`config.mk`:
```
export PLATFORM = sky130hd
export DESIGN_NAME = manhattan_order_cell_scanner_core
export DESIGN_NICKNAME = d
export VERILOG_FILES = /design/src/sv/mocs_pkg.sv /design/src/sv/mocs_ctrl.sv /design/src/sv/mocs_datapath.sv /design/src/sv/manhattan_order_cell_scanner_core.sv
export SDC_FILE = /design/constraint.sdc
export NUM_CORES = 1
export LEC_CHECK = 0
export BUFFER_PORTS_ARGS = -buffer_cell sky130_fd_sc_hd__buf_2
export CORE_MARGIN = 3
export CORE_UTILIZATION = 50
export CTS_BUF_LIST = sky130_fd_sc_hd__clkbuf_16
export CTS_CLUSTER_DIAMETER = 200
export DETAILED_ROUTE_END_ITERATION = 8
export MAX_ROUTING_LAYER = met4
export PLACE_DENSITY = 0.67
export SLEW_MARGIN = 20
export SYNTH_ARGS = -nofsm -noshare
export SYNTH_HDL_FRONTEND = slang
export SYNTH_HIERARCHICAL = 1
export SYNTH_SLANG_ARGS = --single-unit
```
`constraint.sdc`:
```
create_clock -name clk -period 18.15 [get_ports clk]
set_input_delay 0.9075 -clock clk [delete_from_list [all_inputs] [get_ports clk]]
set_output_delay 0.9075 -clock clk [all_outputs]
set_load 0.01 [all_outputs]
```
`src/sv/mocs_pkg.sv`:
```
// Shared types and constants for the Manhattan-order cell scanner.
package mocs_pkg;

  // Default largest grid dimension.
  localparam int MAX_DIM_DEFAULT = 128;

  // Field widths of the stream and configuration channels.
  localparam int COORD_W   = 7;
  localparam int DIM_W     = 8;
  localparam int DIST_W    = 8;
  localparam int OFFSET_W  = 9;
  localparam int COUNT_W   = 15;
  localparam int CFG_IDX_W = 8;
  localparam int CFG_DAT_W = 8;
  localparam int IN_DATA_W = 8;
  localparam int OUT_DATA_W = 24;

  // Configuration register indexes.
  localparam logic [CFG_IDX_W-1:0] REG_NUM_ROWS   = 8'd0;
  localparam logic [CFG_IDX_W-1:0] REG_NUM_COLS   = 8'd1;
  localparam logic [CFG_IDX_W-1:0] REG_CENTER_ROW = 8'd2;
  localparam logic [CFG_IDX_W-1:0] REG_CENTER_COL = 8'd3;

  // Commands from the controller to the datapath.
  typedef struct packed {
    logic clear;  // start the scan over at the center
    logic step;   // examine one candidate cell
  } cmd_t;

  // Status from the datapath to the controller.
  typedef struct packed {
    logic found;  // the current candidate lies inside the grid
  } status_t;

endpackage

```
`src/sv/mocs_ctrl.sv`:
```
// Controller state machine of the Manhattan-order cell scanner.
module mocs_ctrl (
  input  logic            clk,
  input  logic            rst,
  input  logic            s_tvalid,
  output logic            s_tready,
  input  logic [7:0]      s_tdata,
  output logic            m_tvalid,
  input  logic            m_tready,
  output mocs_pkg::cmd_t  cmd,
  input  mocs_pkg::status_t status
);
  import mocs_pkg::*;

  localparam logic ST_IDLE   = 1'b0;
  localparam logic ST_SEARCH = 1'b1;

  logic state;
  logic state_next;
  logic out_free;
  logic accept;
  logic emit;

  assign s_tready = !rst && (state == ST_IDLE);
  assign accept   = s_tvalid && s_tready;
  assign out_free = !m_tvalid || m_tready;

  always_comb begin
    state_next = state;
    cmd.clear  = 1'b0;
    cmd.step   = 1'b0;
    emit       = 1'b0;
    unique case (state)
      ST_IDLE: begin
        if (accept) begin
          cmd.clear  = s_tdata[0];
          state_next = ST_SEARCH;
        end
      end
      ST_SEARCH: begin
        // Hold the walk while the output register is still occupied.
        if (out_free) begin
          cmd.step = 1'b1;
          if (status.found) begin
            emit       = 1'b1;
            state_next = ST_IDLE;
          end
        end
      end
      default: state_next = ST_IDLE;
    endcase
  end

  always_ff @(posedge clk) begin
    if (rst) begin
      state    <= ST_IDLE;
      m_tvalid <= 1'b0;
    end else begin
      state <= state_next;
      if (emit) begin
        m_tvalid <= 1'b1;
      end else if (m_tready) begin
        m_tvalid <= 1'b0;
      end
    end
  end

endmodule

```
`src/sv/mocs_datapath.sv`:
```
// Datapath of the Manhattan-order cell scanner: registers, walk state, result register.
module mocs_datapath #(
  parameter int MAX_DIM = mocs_pkg::MAX_DIM_DEFAULT
) (
  input  logic                           clk,
  input  logic                           rst,
  input  logic                           cfg_write,
  input  logic [mocs_pkg::CFG_IDX_W-1:0] cfg_index,
  input  logic [mocs_pkg::CFG_DAT_W-1:0] cfg_data,
  input  mocs_pkg::cmd_t                 cmd,
  output mocs_pkg::status_t              status,
  output logic [mocs_pkg::COORD_W-1:0]   out_row,
  output logic [mocs_pkg::COORD_W-1:0]   out_col,
  output logic [mocs_pkg::DIST_W-1:0]    out_dist,
  output logic                           out_last
);
  import mocs_pkg::*;

  // Output fields are 7 bits wide, so no dimension goes past 128.
  localparam int DIM_CAP_I = (MAX_DIM < 128) ? MAX_DIM : 128;
  localparam logic [DIM_W-1:0] DIM_CAP = DIM_W'(DIM_CAP_I);

  logic [DIM_W-1:0]   num_rows;
  logic [DIM_W-1:0]   num_cols;
  logic [COORD_W-1:0] center_row;
  logic [COORD_W-1:0] center_col;

  logic [DIST_W-1:0]   current_distance;
  logic [OFFSET_W-1:0] row_offset;
  logic                column_side;
  logic [COUNT_W-1:0]  cells_emitted;

  logic [DIST_W-1:0]   current_distance_next;
  logic [OFFSET_W-1:0] row_offset_next;
  logic                column_side_next;
  logic [COUNT_W-1:0]  cells_emitted_next;

  logic [DIM_W-1:0]    rows;
  logic [DIM_W-1:0]    cols;
  logic [COORD_W-1:0]  cr;
  logic [COORD_W-1:0]  cc;
  logic [DIST_W:0]     maxd;
  logic [COUNT_W-1:0]  total;
  logic [9:0]          reach;
  logic [OFFSET_W:0]   d_plus;
  logic [OFFSET_W-1:0] dr;
  logic [DIST_W-1:0]   k;
  logic [OFFSET_W-1:0] cc_plus_k;
  logic                found;
  logic [COORD_W-1:0]  col_pick;
  logic [COUNT_W-1:0]  count_inc;
  logic                last;

  function automatic logic [DIM_W-1:0] eff_dim(input logic [DIM_W-1:0] v);
    logic [DIM_W-1:0] t;
    t = (v == '0) ? DIM_W'(1) : v;
    if (t > DIM_CAP) t = DIM_CAP;
    return t;
  endfunction

  // Effective grid and clamped center.
  always_comb begin
    rows  = eff_dim(num_rows);
    cols  = eff_dim(num_cols);
    cr    = ({1'b0, center_row} > rows - 1'b1) ? COORD_W'(rows - 1'b1) : center_row;
    cc    = ({1'b0, center_col} > cols - 1'b1) ? COORD_W'(cols - 1'b1) : center_col;
    maxd  = {1'b0, rows} + {1'b0, cols} - (DIST_W+1)'(2);
    total = COUNT_W'(rows) * COUNT_W'(cols);
  end

  // One candidate of the diamond walk per step.
  always_comb begin
    current_distance_next = current_distance;
    row_offset_next       = row_offset;
    column_side_next      = column_side;
    cells_emitted_next    = cells_emitted;
    found                 = 1'b0;
    col_pick              = cc;
    reach     = 10'(cr) + 10'(current_distance);
    d_plus    = 10'(current_distance) + 10'd1;
    dr        = (row_offset > OFFSET_W'(cr)) ? row_offset - OFFSET_W'(cr)
                                             : OFFSET_W'(cr) - row_offset;
    k         = current_distance - DIST_W'(dr);
    cc_plus_k = OFFSET_W'(cc) + OFFSET_W'(k);
    count_inc = cells_emitted + 1'b1;
    last      = count_inc >= total;

    if ({1'b0, current_distance} > maxd) begin
      // Radius ran past the grid: start the scan over.
      current_distance_next = '0;
      row_offset_next       = '0;
      column_side_next      = 1'b0;
      cells_emitted_next    = '0;
    end else if (row_offset >= OFFSET_W'(rows) || 10'(row_offset) > reach) begin
      current_distance_next = DIST_W'(d_plus);
      row_offset_next       = (10'(cr) > d_plus) ? OFFSET_W'(10'(cr) - d_plus) : '0;
      column_side_next      = 1'b0;
    end else if (dr > OFFSET_W'(current_distance)) begin
      row_offset_next  = row_offset + 1'b1;
      column_side_next = 1'b0;
    end else if (!column_side) begin
      found    = (k <= DIST_W'(cc));
      col_pick = cc - COORD_W'(k);
      if (k != '0) begin
        column_side_next = 1'b1;
      end else begin
        row_offset_next = row_offset + 1'b1;
      end
    end else begin
      found            = (k != '0) && (cc_plus_k < OFFSET_W'(cols));
      col_pick         = COORD_W'(cc_plus_k);
      row_offset_next  = row_offset + 1'b1;
      column_side_next = 1'b0;
    end

    if (found) begin
      cells_emitted_next = count_inc;
      if (last) begin
        current_distance_next = '0;
        row_offset_next       = '0;
        column_side_next      = 1'b0;
        cells_emitted_next    = '0;
      end
    end
  end

  assign status.found = found;

  always_ff @(posedge clk) begin
    if (rst) begin
      num_rows         <= DIM_W'(1);
      num_cols         <= DIM_W'(1);
      center_row       <= '0;
      center_col       <= '0;
      current_distance <= '0;
      row_offset       <= '0;
      column_side      <= 1'b0;
      cells_emitted    <= '0;
    end else begin
      if (cfg_write) begin
        unique case (cfg_index)
          REG_NUM_ROWS:   num_rows   <= cfg_data;
          REG_NUM_COLS:   num_cols   <= cfg_data;
          REG_CENTER_ROW: center_row <= cfg_data[COORD_W-1:0];
          REG_CENTER_COL: center_col <= cfg_data[COORD_W-1:0];
          default: ;
        endcase
      end
      if (cmd.clear) begin
        current_distance <= '0;
        row_offset       <= '0;
        column_side      <= 1'b0;
        cells_emitted    <= '0;
      end else if (cmd.step) begin
        current_distance <= current_distance_next;
        row_offset       <= row_offset_next;
        column_side      <= column_side_next;
        cells_emitted    <= cells_emitted_next;
      end
    end
  end

  // Result register, loaded when a step lands on a grid cell.
  always_ff @(posedge clk) begin
    if (cmd.step && found) begin
      out_row  <= row_offset[COORD_W-1:0];
      out_col  <= col_pick;
      out_dist <= current_distance;
      out_last <= last;
    end
  end

endmodule

```
`src/sv/manhattan_order_cell_scanner_core.sv`:
```
// Top level of the Manhattan-order cell scanner.
//
//   Channel  Dir  Handshake               Payload
//   s_*      in   s_tvalid / s_tready     s_tdata[0] = restart
//   m_*      out  m_tvalid / m_tready     m_tdata = row, col, distance; m_tlast = last cell
//   cfg_*    in   cfg_valid / cfg_ready   cfg_index selects the register, cfg_data its value
//
// After a request is accepted, the single walk unit examines one candidate cell per cycle
// while the output register is free. A row that is off the grid on both sides costs two
// candidates, so on a narrow grid one cell can take a few hundred candidates, and a restart or
// a wrap climbs from row zero with center_row + 1 candidates. After a mid-scan reconfiguration
// the walk may sweep empty radii, up to about 66000 candidates, before it wraps to the center.
// Reset restores the register defaults (one by one grid, center at the origin) and clears
// the walk; there is no clearing pass. A result held in the output register does not block
// the next request, but the walk does not step while that register is full.
module manhattan_order_cell_scanner_core #(
  parameter int MAX_DIM = mocs_pkg::MAX_DIM_DEFAULT
) (
  input  logic                            clk,
  input  logic                            rst,
  input  logic                            s_tvalid,
  output logic                            s_tready,
  input  logic [mocs_pkg::IN_DATA_W-1:0]  s_tdata,   // [0] restart, [7:1] zero
  output logic                            m_tvalid,
  input  logic                            m_tready,
  output logic [mocs_pkg::OUT_DATA_W-1:0] m_tdata,   // [6:0] cell_row, [13:7] cell_col,
                                                     // [21:14] cell_distance, [23:22] zero
  output logic                            m_tlast,   // last_cell
  input  logic                            cfg_valid,
  output logic                            cfg_ready,
  input  logic [mocs_pkg::CFG_IDX_W-1:0]  cfg_index,
  input  logic [mocs_pkg::CFG_DAT_W-1:0]  cfg_data
);
  import mocs_pkg::*;

  cmd_t               cmd;
  status_t            status;
  logic [COORD_W-1:0] out_row;
  logic [COORD_W-1:0] out_col;
  logic [DIST_W-1:0]  out_dist;

  // Registers can be written at any time outside reset.
  assign cfg_ready = !rst;

  mocs_ctrl u_ctrl (
    .clk      (clk),
    .rst      (rst),
    .s_tvalid (s_tvalid),
    .s_tready (s_tready),
    .s_tdata  (s_tdata),
    .m_tvalid (m_tvalid),
    .m_tready (m_tready),
    .cmd      (cmd),
    .status   (status)
  );

  mocs_datapath #(
    .MAX_DIM (MAX_DIM)
  ) u_datapath (
    .clk       (clk),
    .rst       (rst),
    .cfg_write (cfg_valid && cfg_ready),
    .cfg_index (cfg_index),
    .cfg_data  (cfg_data),
    .cmd       (cmd),
    .status    (status),
    .out_row   (out_row),
    .out_col   (out_col),
    .out_dist  (out_dist),
    .out_last  (m_tlast)
  );

  // Pack the result fields, lowest field first, padded to whole bytes.
  assign m_tdata = {2'b00, out_dist, out_col, out_row};

endmodule

```
==> flow_summary_export.csv, run 1 <==
group,metric,value,unit
worst_setup_path,crit_required,18.44,ns
floorplan,die_h,155,µm
worst_setup_path,reg2reg_setup_slack,6.43,ns
clocking,clk_pin_slew_worst_paths,0.07,ns
logic_synthesis,synthMuxAreaShare,4.07,%
worst_setup_path,path_max_fanout,23,
clocking,cts-buffers-inserted,9,
drt,first_pass_iters,5,
logic_synthesis,synthXorXnorAreaFrac,5.87,%
logic_synthesis,async_flop_share,0,%
worst_setup_path,rr_startpoint,"u_datapath/num_rows[7]",
timing,max_slew_margin,31.6,%
global_route,grt-ovfl-total,0,
worst_setup_path,cp-endpoint,"u_datapath/cells_emitted[9]",
clocking,clkLatencyLatePin,0.36,ns
finish,final_util,54.3,%
place,dp_hpwl,23.1,mm
finish,antenna_cells,0,
clocking,cts_buffer_depth,2,
place,dp_cells,1627,
place,gp_congestion,0.985,
worst_setup_path,worst-setup-path-type,"reg2reg",
place,numPortBuffers,47,
worst_setup_path,crit_slowest_cell,"o21ai_1",
drt,wirelength,29.4,mm
drt,num_vias,9594,
global_route,antenna_found_initial,0,
logic_synthesis,yosysWarningCount,6,
timing,skew,0.0150,ns
clocking,cts_resized,0,
worst_setup_path,cpMostUsedCell,"ha_1",
logic_synthesis,synth-compound-area-share,18.8,%
finish,syn_to_final_growth,6.37,%
status,outcome,"completed",
floorplan,fp-row-count,54,
clocking,cts_tree,"done",
logic_synthesis,ys.flop_type,"dfxtp_1",
timing,rsz0062_at_grt,"no",
timing,slew_viol_final,0,
logic_synthesis,yosys_register_bits,88,
logic_synthesis,synth-edff-count,23,
logic_synthesis,syn_area,0.0112,mm²
min_path,min_path_cells,2,
floorplan,io_pins,57,
power_and_ir_drop,p_per_area,117,mW/mm²
min_path,hp-class,"reg2reg",
drt,highest_layer,"met4",
worst_setup_path,r2r_cells,43,
worst_setup_path,r2r_end,"u_datapath/cells_emitted[9]",
drt,wl_met3,1.76,mm
clocking,h-tree-depth,3,
power_and_ir_drop,p_leak,0.00566,µW
global_route,grt_max_degree,38,
timing,fin_crit_sh,64.6,%
floorplan,die_width,155,µm
logic_synthesis,synth.yosys.seq_area_share,17.8,%
clocking,cts-root-buf,"clkbuf_16",
drt,wl_met2,13.8,mm
global_route,grt_pass1_vias,9385,
drt,drc,0,
finish,final_nets,1612,
logic_synthesis,synth_top_family_by_area,"adder cells",
worst_setup_path,cp-end-kind,"flip-flop",
logic_synthesis,yosys.cell_types.count,89,
power_and_ir_drop,irDropWorstVdd,0.0996,mV
drt,drt-vias-per-instance,5.84,
clocking,post-cts-setup-buffers,0,
global_route,grt_usage,25.3,%
timing,fmax,85.3,MHz
timing,fin_tns_setup,0,ns
floorplan,start_util,51.0,%
timing,fin_hold_ws,0.472,ns
finish,nFillCells,2076,
clocking,clock_sinks,88,
timing,layout_min_cycle_time,11.72,ns
global_route,grt_pass1_wl,48.1,mm
drt,drt_iter0_markers,620,
logic_synthesis,yosys.area_share.simple,17.4,%
finish,final_layout_size_suffix_gt1_share,7.04,%
worst_setup_path,arrival,12.02,ns
drt,ant_nets,0,
worst_setup_path,startpoint,"u_datapath/num_rows[7]",
worst_setup_path,cp_slowest_stage_delay,0.81,ns
logic_synthesis,synthCells,1338,
drt,m1WireLength,13.1,mm
finish,stdcell_count,1643,
timing,hold_viol_final,0,
drt,post_drt_wl_per_cell,17.9,µm
clocking,cts_hold_buf,0,
logic_synthesis,synthAdderAreaFrac,28.2,%
worst_setup_path,crit_path_start_kind,"flip-flop",
flow_run,maxCapViolations,0,
timing,tightest_slew,1.02,ns
timing,setup_viol,0,
power_and_ir_drop,total_power,1390,µW
logic_synthesis,syn_avg_cell_area,8.35,µm²
floorplan,dieArea,0.0242,mm²
floorplan,core,0.0219,mm²
[layout make-up]
type / count / area [µm²] / share of cell area (%)
clock buffers: 9 / 225 / 1.90
clock inverters: 7 / 38.8 / 0.326
repair buffers: 53 / 280 / 2.36
well taps: 280 / 350 / 2.95
flip-flops and latches: 88 / 1990 / 16.8
multi-input cells: 1025 / 8320 / 70.0
inverters: 181 / 679 / 5.72
[kinds of logic (layout without fill, tap and decap cells)]
| group | Yosys count | after routing |
|---|---|---|
| fa+ha+maj | 226 | 226 |
| simple gates | 383 | 383 |
| flops | 88 | 88 |
| compound gates | 295 | 295 |
| buf+inv | 226 | 250 |
| xor+xnor | 74 | 74 |
| other cells | 1 | 2 |
| mux | 45 | 45 |
[per-layer routing]
metal	up-vias	global-route usage, %
met2	272	41.3
met5	-	-
met4	0	7.04
met3	50	4.20
li1	4717	-
met1	4555	32.6
[Yosys cell counts, types with 5 or more instances]
master / n / area share (%)
fa_1: 43 / 7.7
nand2b_1: 14 / 0.78
o31a_1: 7 / 0.55
ha_1: 182 / 20
a21o_1: 29 / 1.9
o211ai_1: 8 / 0.54
a32o_1: 8 / 0.72
o2111ai_1: 5 / 0.39
and3_1: 23 / 1.3
nor2_1: 105 / 3.5
a211oi_1: 13 / 0.87
and2_1: 5 / 0.28
nor3b_1: 10 / 0.67
a21oi_1: 78 / 3.5
nor4_1: 8 / 0.45
edfxtp_1: 23 / 6.2
nor2b_1: 30 / 1.7
nand2_1: 91 / 3.1
o21a_1: 14 / 0.94
o22ai_1: 7 / 0.39
o21ai_0: 36 / 1.6
or2_2: 6 / 0.34
dfxtp_1: 65 / 12
o21bai_1: 18 / 1.2
a211o_1: 8 / 0.63
xnor2_1: 45 / 3.5
xor2_1: 28 / 2.2
mux2i_1: 42 / 3.8
nand3_1: 33 / 1.5
nand4_1: 7 / 0.39
clkbuf_1: 37 / 1.2
nor3_1: 19 / 0.85
or3b_1: 5 / 0.39
or3_1: 9 / 0.50
inv_1: 178 / 6.0
[cells in the final DEF (no fill, tap or decap), types with 6 or more instances in the layout]
master	Yosys	layout
a211o_1	8	8
a211oi_1	13	13
a21o_1	29	29
a21oi_1	78	78
a32o_1	8	8
and3_1	23	23
buf_2	1	47
buf_4	4	6
clkbuf_16	0	9
dfxtp_1	65	65
edfxtp_1	23	23
fa_1	43	43
ha_1	182	182
inv_1	178	180
mux2i_1	42	42
nand2_1	91	91
nand2b_1	14	14
nand3_1	33	33
nand4_1	7	7
nor2_1	105	105
nor2b_1	30	30
nor3_1	19	19
nor3b_1	10	10
nor4_1	8	8
o211ai_1	8	8
o21a_1	14	14
o21ai_0	36	36
o21bai_1	18	18
o22ai_1	7	7
o31a_1	7	7
or2_2	6	6
or3_1	9	9
xnor2_1	45	45
xor2_1	28	28
[worst max-delay path: cells and delay by family (launching register included)]
kind            cells  cell delay (ns)
fa+ha+maj           6             1.86
simple gates       10             2.36
compound gates     18             4.93
buf+inv             5             1.01
xor+xnor            4             0.84
flops               1             0.63
[registers in the layout, indices dropped and copies added (netlist names)]
name                         cells
u_datapath/cells_emitted        15
u_datapath/out_col               7
u_ctrl/m_tvalid                  1
u_datapath/num_cols              8
u_ctrl/state                     1
u_datapath/center_row            7
u_datapath/row_offset            9
u_datapath/out_dist              8
u_datapath/column_side           1
u_datapath/center_col            7
u_datapath/out_last              1
u_datapath/out_row               7
u_datapath/num_rows              8
u_datapath/current_distance      8
[worst min-delay path by stage]
stage / end / from
2_1_floorplan: u_datapath/cells_emitted[14] / u_datapath/cells_emitted[14]
3_3_place_gp: u_datapath/cells_emitted[14] / u_datapath/cells_emitted[14]
3_5_place_dp: u_datapath/cells_emitted[14] / u_datapath/cells_emitted[14]
4_1_cts: u_datapath/cells_emitted[14] / u_datapath/cells_emitted[14]
5_1_grt: u_datapath/cells_emitted[11] / u_datapath/cells_emitted[11]
6_report: u_datapath/cells_emitted[14] / u_datapath/cells_emitted[14]
[through the flow]
stage	setup WS (ns)	cell area, µm²
after floorplan	8.26	11200
after global placement	6.64	11600
after detailed placement	6.65	11600
after CTS	6.60	11900
after global routing	5.51	11900
final	6.43	11900
[power by group]
| group | leakage (µW) | total (µW) | internal (µW) | switching [µW] |
|---|---|---|---|---|
| logic | 0.00478 | 965 | 376 | 589 |
| clock network | 0.000136 | 179 | 92.0 | 86.9 |
| registers | 0.000742 | 250 | 235 | 14.4 |
(Power assumes the default switching activity.)
==> run 2: changes to the inputs <==
--- a/config.mk
+++ b/config.mk
@@ -12,7 +12,7 @@
 export CTS_CLUSTER_DIAMETER = 200
 export DETAILED_ROUTE_END_ITERATION = 8
 export MAX_ROUTING_LAYER = met4
-export PLACE_DENSITY = 0.67
+export PLACE_DENSITY = 0.7
 export SLEW_MARGIN = 20
 export SYNTH_ARGS = -nofsm -noshare
 export SYNTH_HDL_FRONTEND = slang
==> constraint.sdc (replaced) <==
create_clock -name clk -period 10 [get_ports clk]
set_input_delay 0.5 -clock clk [delete_from_list [all_inputs] [get_ports clk]]
set_output_delay 0.5 -clock clk [all_outputs]
set_load 0.01 [all_outputs]
==> run 2 against run 1 <==
Routed wire length down 0.52%. Die area stayed put. Clock power rose by 83%. Register-to-register slack worse by 5.9 ns. Final cell count increased by 2.6%. Non-clock buffer count is 43 higher. Critical path depth up 1. Global-route usage shrank 0.15 points. Critical endpoint is now u_datapath/out_col[4]. Critical path type unchanged. Worst hold slack got worse by 0.057 ns. Sequential share of layout area shrank 0.61 points. Flip-flop and latch count stayed put. Power increased by 95%.
==> flow_summary_export.csv, run 2 (synthesized netlist as in run 1, its figures left out) <==
group,metric,value,unit
status,outcome,"completed",
finish,final_nets,1655,
place,numPortBuffers,47,
global_route,grt_pass1_wl,47.9,mm
clocking,h-tree-depth,3,
flow_run,maxCapViolations,0,
worst_setup_path,cp-end-kind,"flip-flop",
timing,slew_viol_final,0,
finish,final_layout_size_suffix_gt1_share,11.0,%
clocking,cts_buffer_depth,2,
clocking,cts_hold_buf,0,
clocking,clk_pin_slew_worst_paths,0.07,ns
floorplan,die_width,155,µm
clocking,clkLatencyLatePin,0.36,ns
worst_setup_path,cp_slowest_stage_delay,0.41,ns
drt,drt_iter0_markers,712,
drt,post_drt_wl_per_cell,17.4,µm
global_route,met3_usage,2.39,%
drt,drc,0,
timing,max_slew_margin,38.0,%
global_route,grt_use_met2,41.2,%
power_and_ir_drop,irDropWorstVdd,0.180,mV
finish,final_cell_mix,"inv_1, ha_1, nor2_1",
worst_setup_path,arrival,9.51,ns
floorplan,start_util,51.0,%
timing,skew,0.0148,ns
timing,fmax,106,MHz
clocking,cts-buffers-inserted,9,
finish,nFillCells,2100,
clocking,cts_tree,"done",
global_route,grt_pass1_vias,9474,
finish,antenna_cells,0,
timing,fin_hold_ws,0.415,ns
worst_setup_path,crit_required,10.06,ns
place,gp_congestion,0.954,
floorplan,dieArea,0.0242,mm²
drt,first_pass_iters,5,
power_and_ir_drop,p_per_area,220,mW/mm²
timing,layout_min_cycle_time,9.45,ns
worst_setup_path,worst-setup-path-type,"reg2reg",
floorplan,die_h,155,µm
drt,num_vias,9745,
clocking,cts-root-buf,"clkbuf_16",
drt,wirelength,29.3,mm
global_route,grt_util_met1,32.9,%
place,dp_cells,1665,
min_path,hp-class,"in2reg",
timing,tightest_slew,0.917,ns
drt,ant_nets,0,
global_route,antenna_found_initial,0,
timing,fin_crit_sh,94.5,%
finish,post-route-cell-area,0.0123,mm²
floorplan,fp-row-count,54,
timing,hold_viol_final,0,
finish,syn_to_final_growth,10.4,%
worst_setup_path,crit_path_start_kind,"flip-flop",
place,placed_area,0.0119,mm²
place,dp_hpwl,23.5,mm
drt,drt-vias-per-instance,5.78,
worst_setup_path,crit_slowest_cell,"ha_1",
worst_setup_path,path_max_fanout,23,
floorplan,core,0.0219,mm²
power_and_ir_drop,p_leak,0.00589,µW
finish,regMostFlops,"u_datapath/cells_emitted",
timing,setup_viol,0,
global_route,grt_usage,25.2,%
finish,stdcell_count,1686,
floorplan,io_pins,57,
finish,largest_register_ff_count,15,
global_route,grt_max_degree,38,
global_route,grt-ovfl-total,0,
clocking,clock_sinks,88,
global_route,grt.busiest_layer,"met2",
finish,largestRegisters,"u_datapath/cells_emitted x15, u_datapath/row_offset x9",
==> run 2: area by class of cell <==
type | count | area (µm²) | share of cell area (%)
multi-input combinational | 1025 | 8400 | 68.1
sequential | 88 | 1990 | 16.2
clock buffer | 9 | 225 | 1.83
inverter | 181 | 679 | 5.51
tap | 280 | 350 | 2.84
clock inverter | 7 | 47.5 | 0.386
timing repair buffer | 96 | 636 | 5.15
==> run 2: power by group <==
group	switching [µW]	internal [µW]	leakage, µW	total (µW)
clock network	159	169	0.000137	328
logic	1120	814	0.00501	1940
registers	24.6	427	0.000742	451
total	1310	1410	0.00589	2720
==> run 2: path summary, 6_finish.rpt <==
kind / from / end / slack, ns / cells after the start
max: u_datapath/num_rows[3] / u_datapath/out_col[4] / 0.55 / 44
min: cfg_data[7] / u_datapath/num_cols[7] / 0.42 / 3
max reg2reg: u_datapath/num_rows[3] / u_datapath/out_col[4] / 0.55 / 44
min reg2reg: u_datapath/cells_emitted[1] / u_datapath/cells_emitted[1] / 0.48 / 2
==> run 2: what timing repair did <==
action	4_1_cts	5_1_grt
resized for setup	0	20
setup endpoints to repair	0	58
setup buffers	0	5
endpoints found under the hold margin	0	0
==> run 2: per-layer routing <==
metal	wire [µm]	up-vias	part of all wire (%)
li1	-	4797	-
met1	13200	4624	45
met2	13800	268	47
met3	1330	56	4.5
met4	847	0	2.9
met5	0	-	0
==> run 2: per-stage QoR <==
stage	TNS (ns)	setup slack [ns]	utilization, %	total power, µW
after global routing	-0.163	-0.0153	56.3	2930
after detailed placement	0	0.130	54.4	2260
after CTS	0	0.0955	55.7	2600
final	0	0.548	56.3	2720
after global placement	0	0.267	54.4	2240
after floorplan	0	0.110	-	1780
==> run 2: critical path: cells and delay by family, from the launching register on <==
| family | cells | cell delay, ns |
|---|---|---|
| multiplexers | 1 | 0.38 |
| flip-flops | 1 | 0.36 |
| buffers and inverters | 5 | 0.82 |
| XOR/XNOR | 3 | 0.47 |
| AO/OA/AOI/OAI | 17 | 3.10 |
| AND/OR/NAND/NOR | 12 | 2.16 |
| adder cells (fa/ha/maj) | 6 | 1.88 |
==> run 3: changes to the inputs <==
--- a/config.mk
+++ b/config.mk
@@ -5,6 +5,7 @@
 export SDC_FILE = /design/constraint.sdc
 export NUM_CORES = 1
 export LEC_CHECK = 0
+export ABC_AREA = 1
 export BUFFER_PORTS_ARGS = -buffer_cell sky130_fd_sc_hd__buf_2
 export CORE_MARGIN = 3
 export CORE_UTILIZATION = 50
==> run 3 against run 2 <==
Power is 18% higher. Count of clock-buffer cells in the layout stayed put. Synthesized cell count is 14% higher. Largest power group unchanged. Highest routed layer unchanged.
==> flow_summary_export.csv, run 3 <==
group,metric,value,unit
floorplan,die_h,154,µm
clocking,h-tree-depth,3,
finish,final_layout_size_suffix_gt1_share,7.79,%
status,outcome,"completed",
global_route,grt_pass1_vias,9128,
worst_setup_path,reg2reg_setup_slack,0.80,ns
logic_synthesis,yosys_register_bits,88,
drt,drt-vias-per-instance,5.41,
timing,setup_viol,0,
floorplan,die_width,154,µm
floorplan,core,0.0212,mm²
min_path,min_path_cells,3,
clocking,clk_pin_slew_worst_paths,0.07,ns
logic_synthesis,synth_area_leaders,"ha_1, dfxtp_1, inv_1",
logic_synthesis,yosysTopAreaCellShare,20.9,%
global_route,grt_usage,24.6,%
drt,wirelength,28.3,mm
global_route,grt-ovfl-total,0,
timing,fin_crit_sh,92.0,%
floorplan,fp-row-count,53,
timing,fin_tns_setup,0,ns
clocking,cts_resized,0,
place,dp_hpwl,22.6,mm
logic_synthesis,synth.most_common_cell,"inv_1",
worst_setup_path,worst-setup-path-type,"reg2reg",
floorplan,start_util,51.4,%
timing,skew,0.0125,ns
power_and_ir_drop,p_leak,0.00606,µW
worst_setup_path,crit_path_start_kind,"flip-flop",
logic_synthesis,ys.flop_type,"dfxtp_1",
power_and_ir_drop,p_per_area,273,mW/mm²
timing,slew_viol_final,0,
logic_synthesis,synthCells,1522,
drt,drc,0,
clocking,clkLatencyLatePin,0.35,ns
power_and_ir_drop,total_power,3200,µW
logic_synthesis,synth_top_cell_by_area,"ha_1",
worst_setup_path,rr_startpoint,"u_datapath/num_rows[7]",
clocking,cts-root-buf,"clkbuf_16",
power_and_ir_drop,irDropWorstVdd,0.198,mV
timing,max_slew_margin,33.1,%
worst_setup_path,crit_slowest_cell,"dfxtp_1",
worst_setup_path,r2r_end,"u_datapath/out_col[1]",
logic_synthesis,yosys.cell_types.count,60,
timing,tightest_slew,0.999,ns
worst_setup_path,cp-end-kind,"flip-flop",
logic_synthesis,syn_area,0.0109,mm²
worst_setup_path,cp_slowest_stage_delay,0.55,ns
finish,regMostFlops,"u_datapath/cells_emitted",
drt,ant_nets,0,
flow_run,maxCapViolations,0,
timing,layout_min_cycle_time,9.20,ns
clocking,cts_hold_buf,0,
clocking,cts_buffer_depth,2,
finish,largestRegisters,"u_datapath/cells_emitted x15, u_datapath/row_offset x9",
logic_synthesis,yosysWarningCount,6,
clocking,post-cts-setup-buffers,0,
logic_synthesis,synth.yosys.seq_area_share,18.3,%
place,numPortBuffers,47,
global_route,grt_max_degree,31,
finish,antenna_cells,0,
finish,largest_register_ff_count,15,
timing,fmax,109,MHz
worst_setup_path,r2r_cells,48,
finish,final_cell_mix,"inv_1, nand2_1, ha_1",
worst_setup_path,path_max_fanout,25,
drt,post_drt_wl_per_cell,15.4,µm
logic_synthesis,async_flop_share,0,%
finish,final_common_cell,"inv_1",
place,gp_congestion,0.976,
timing,rsz0062_at_grt,"no",
finish,final_nets,1815,
logic_synthesis,syn_avg_cell_area,7.16,µm²
min_path,hp-class,"in2reg",
timing,hold_viol_final,0,
min_path,hold-path-endpoint,"u_ctrl/state",
drt,num_vias,9956,
global_route,grt_pass1_wl,46.2,mm
clocking,cts-buffers-inserted,9,
clocking,cts_tree,"done",
worst_setup_path,arrival,9.24,ns
place,dp_slack,0.729,ns
clocking,clock_sinks,88,
finish,syn_to_final_growth,7.49,%
global_route,antenna_found_initial,0,
floorplan,dieArea,0.0236,mm²
worst_setup_path,crit_required,10.04,ns
drt,first_pass_iters,5,
timing,worst_slack,0.802,ns
floorplan,io_pins,57,
logic_synthesis,synthTopCellsByCount,"inv_1, nand2_1, ha_1",
logic_synthesis,synth-edff-count,23,
drt,drt_iter0_markers,845,
min_path,min-delay-start,"s_tvalid",
run 3: worst max-delay path: cells and delay by family (launching register included):
family,cells,cell delay (ns)
AO/OA/AOI/OAI,6,1.14
XOR/XNOR,4,0.77
adder cells (fa/ha/maj),6,2.05
buffers and inverters,11,1.29
flip-flops,1,0.55
AND/OR/NAND/NOR,21,3.04
run 3: per-layer routing:
metal | GRT usage (%) | routed length (µm) | vias up
met5 | - | 0 | -
met4 | 5.76 | 593 | 0
met3 | 3.24 | 1950 | 46
met2 | 39.1 | 12900 | 329
met1 | 33.6 | 12800 | 4566
li1 | - | - | 5015
run 3: how the worst max path moves through the flow:
stage	startpoint	to
5_1_grt	u_datapath/num_rows[7]	u_datapath/cells_emitted[1]
4_1_cts	u_datapath/num_rows[7]	u_datapath/out_col[1]
6_report	u_datapath/num_rows[7]	u_datapath/out_col[1]
2_1_floorplan	u_datapath/num_rows[7]	u_datapath/out_col[0]
3_5_place_dp	u_datapath/num_rows[7]	u_datapath/out_col[1]
3_3_place_gp	u_datapath/num_rows[7]	u_datapath/out_col[1]
run 3: final cells by class:
class | count | area, µm²
clock buffers | 9 | 225
clock inverters | 7 | 70.1
fillers | 2029 | 9500
inverters | 276 | 1050
multi-input cells | 1128 | 7720
flip-flops and latches | 88 | 1990
well taps | 275 | 344
repair buffers | 58 | 322
run 3: kinds of logic after synthesis:
family,share of synthesized area [%]
adders and majority gates,28.8
muxes,0.0918
AOI/OAI and AO/OA,14.7
DFF,18.3
other,0.0344
buffers and inverters,11.1
xor gates and xnor gates,5.77
and+or+nand+nor,21.3
run 3: per-stage QoR:
| stage | instance area [µm²] | std cells | utilization, % | hold WS, ns |
|---|---|---|---|---|
| floorplan | 10900 | 1523 | - | 0.449 |
| global placement | 11400 | 1825 | 53.8 | 0.466 |
| detailed placement | 11400 | 1825 | 53.8 | 0.474 |
| CTS | 11700 | 1841 | 55.2 | 0.366 |
| global route | 11700 | 1841 | 55.2 | 0.382 |
| finish | 11700 | 1841 | 55.2 | 0.373 |
run 3: report_power, final:
group | switching [µW] | internal, µW
registers | 62.2 | 420
logic | 1560 | 822
clock network | 162 | 176
total | 1780 | 1420
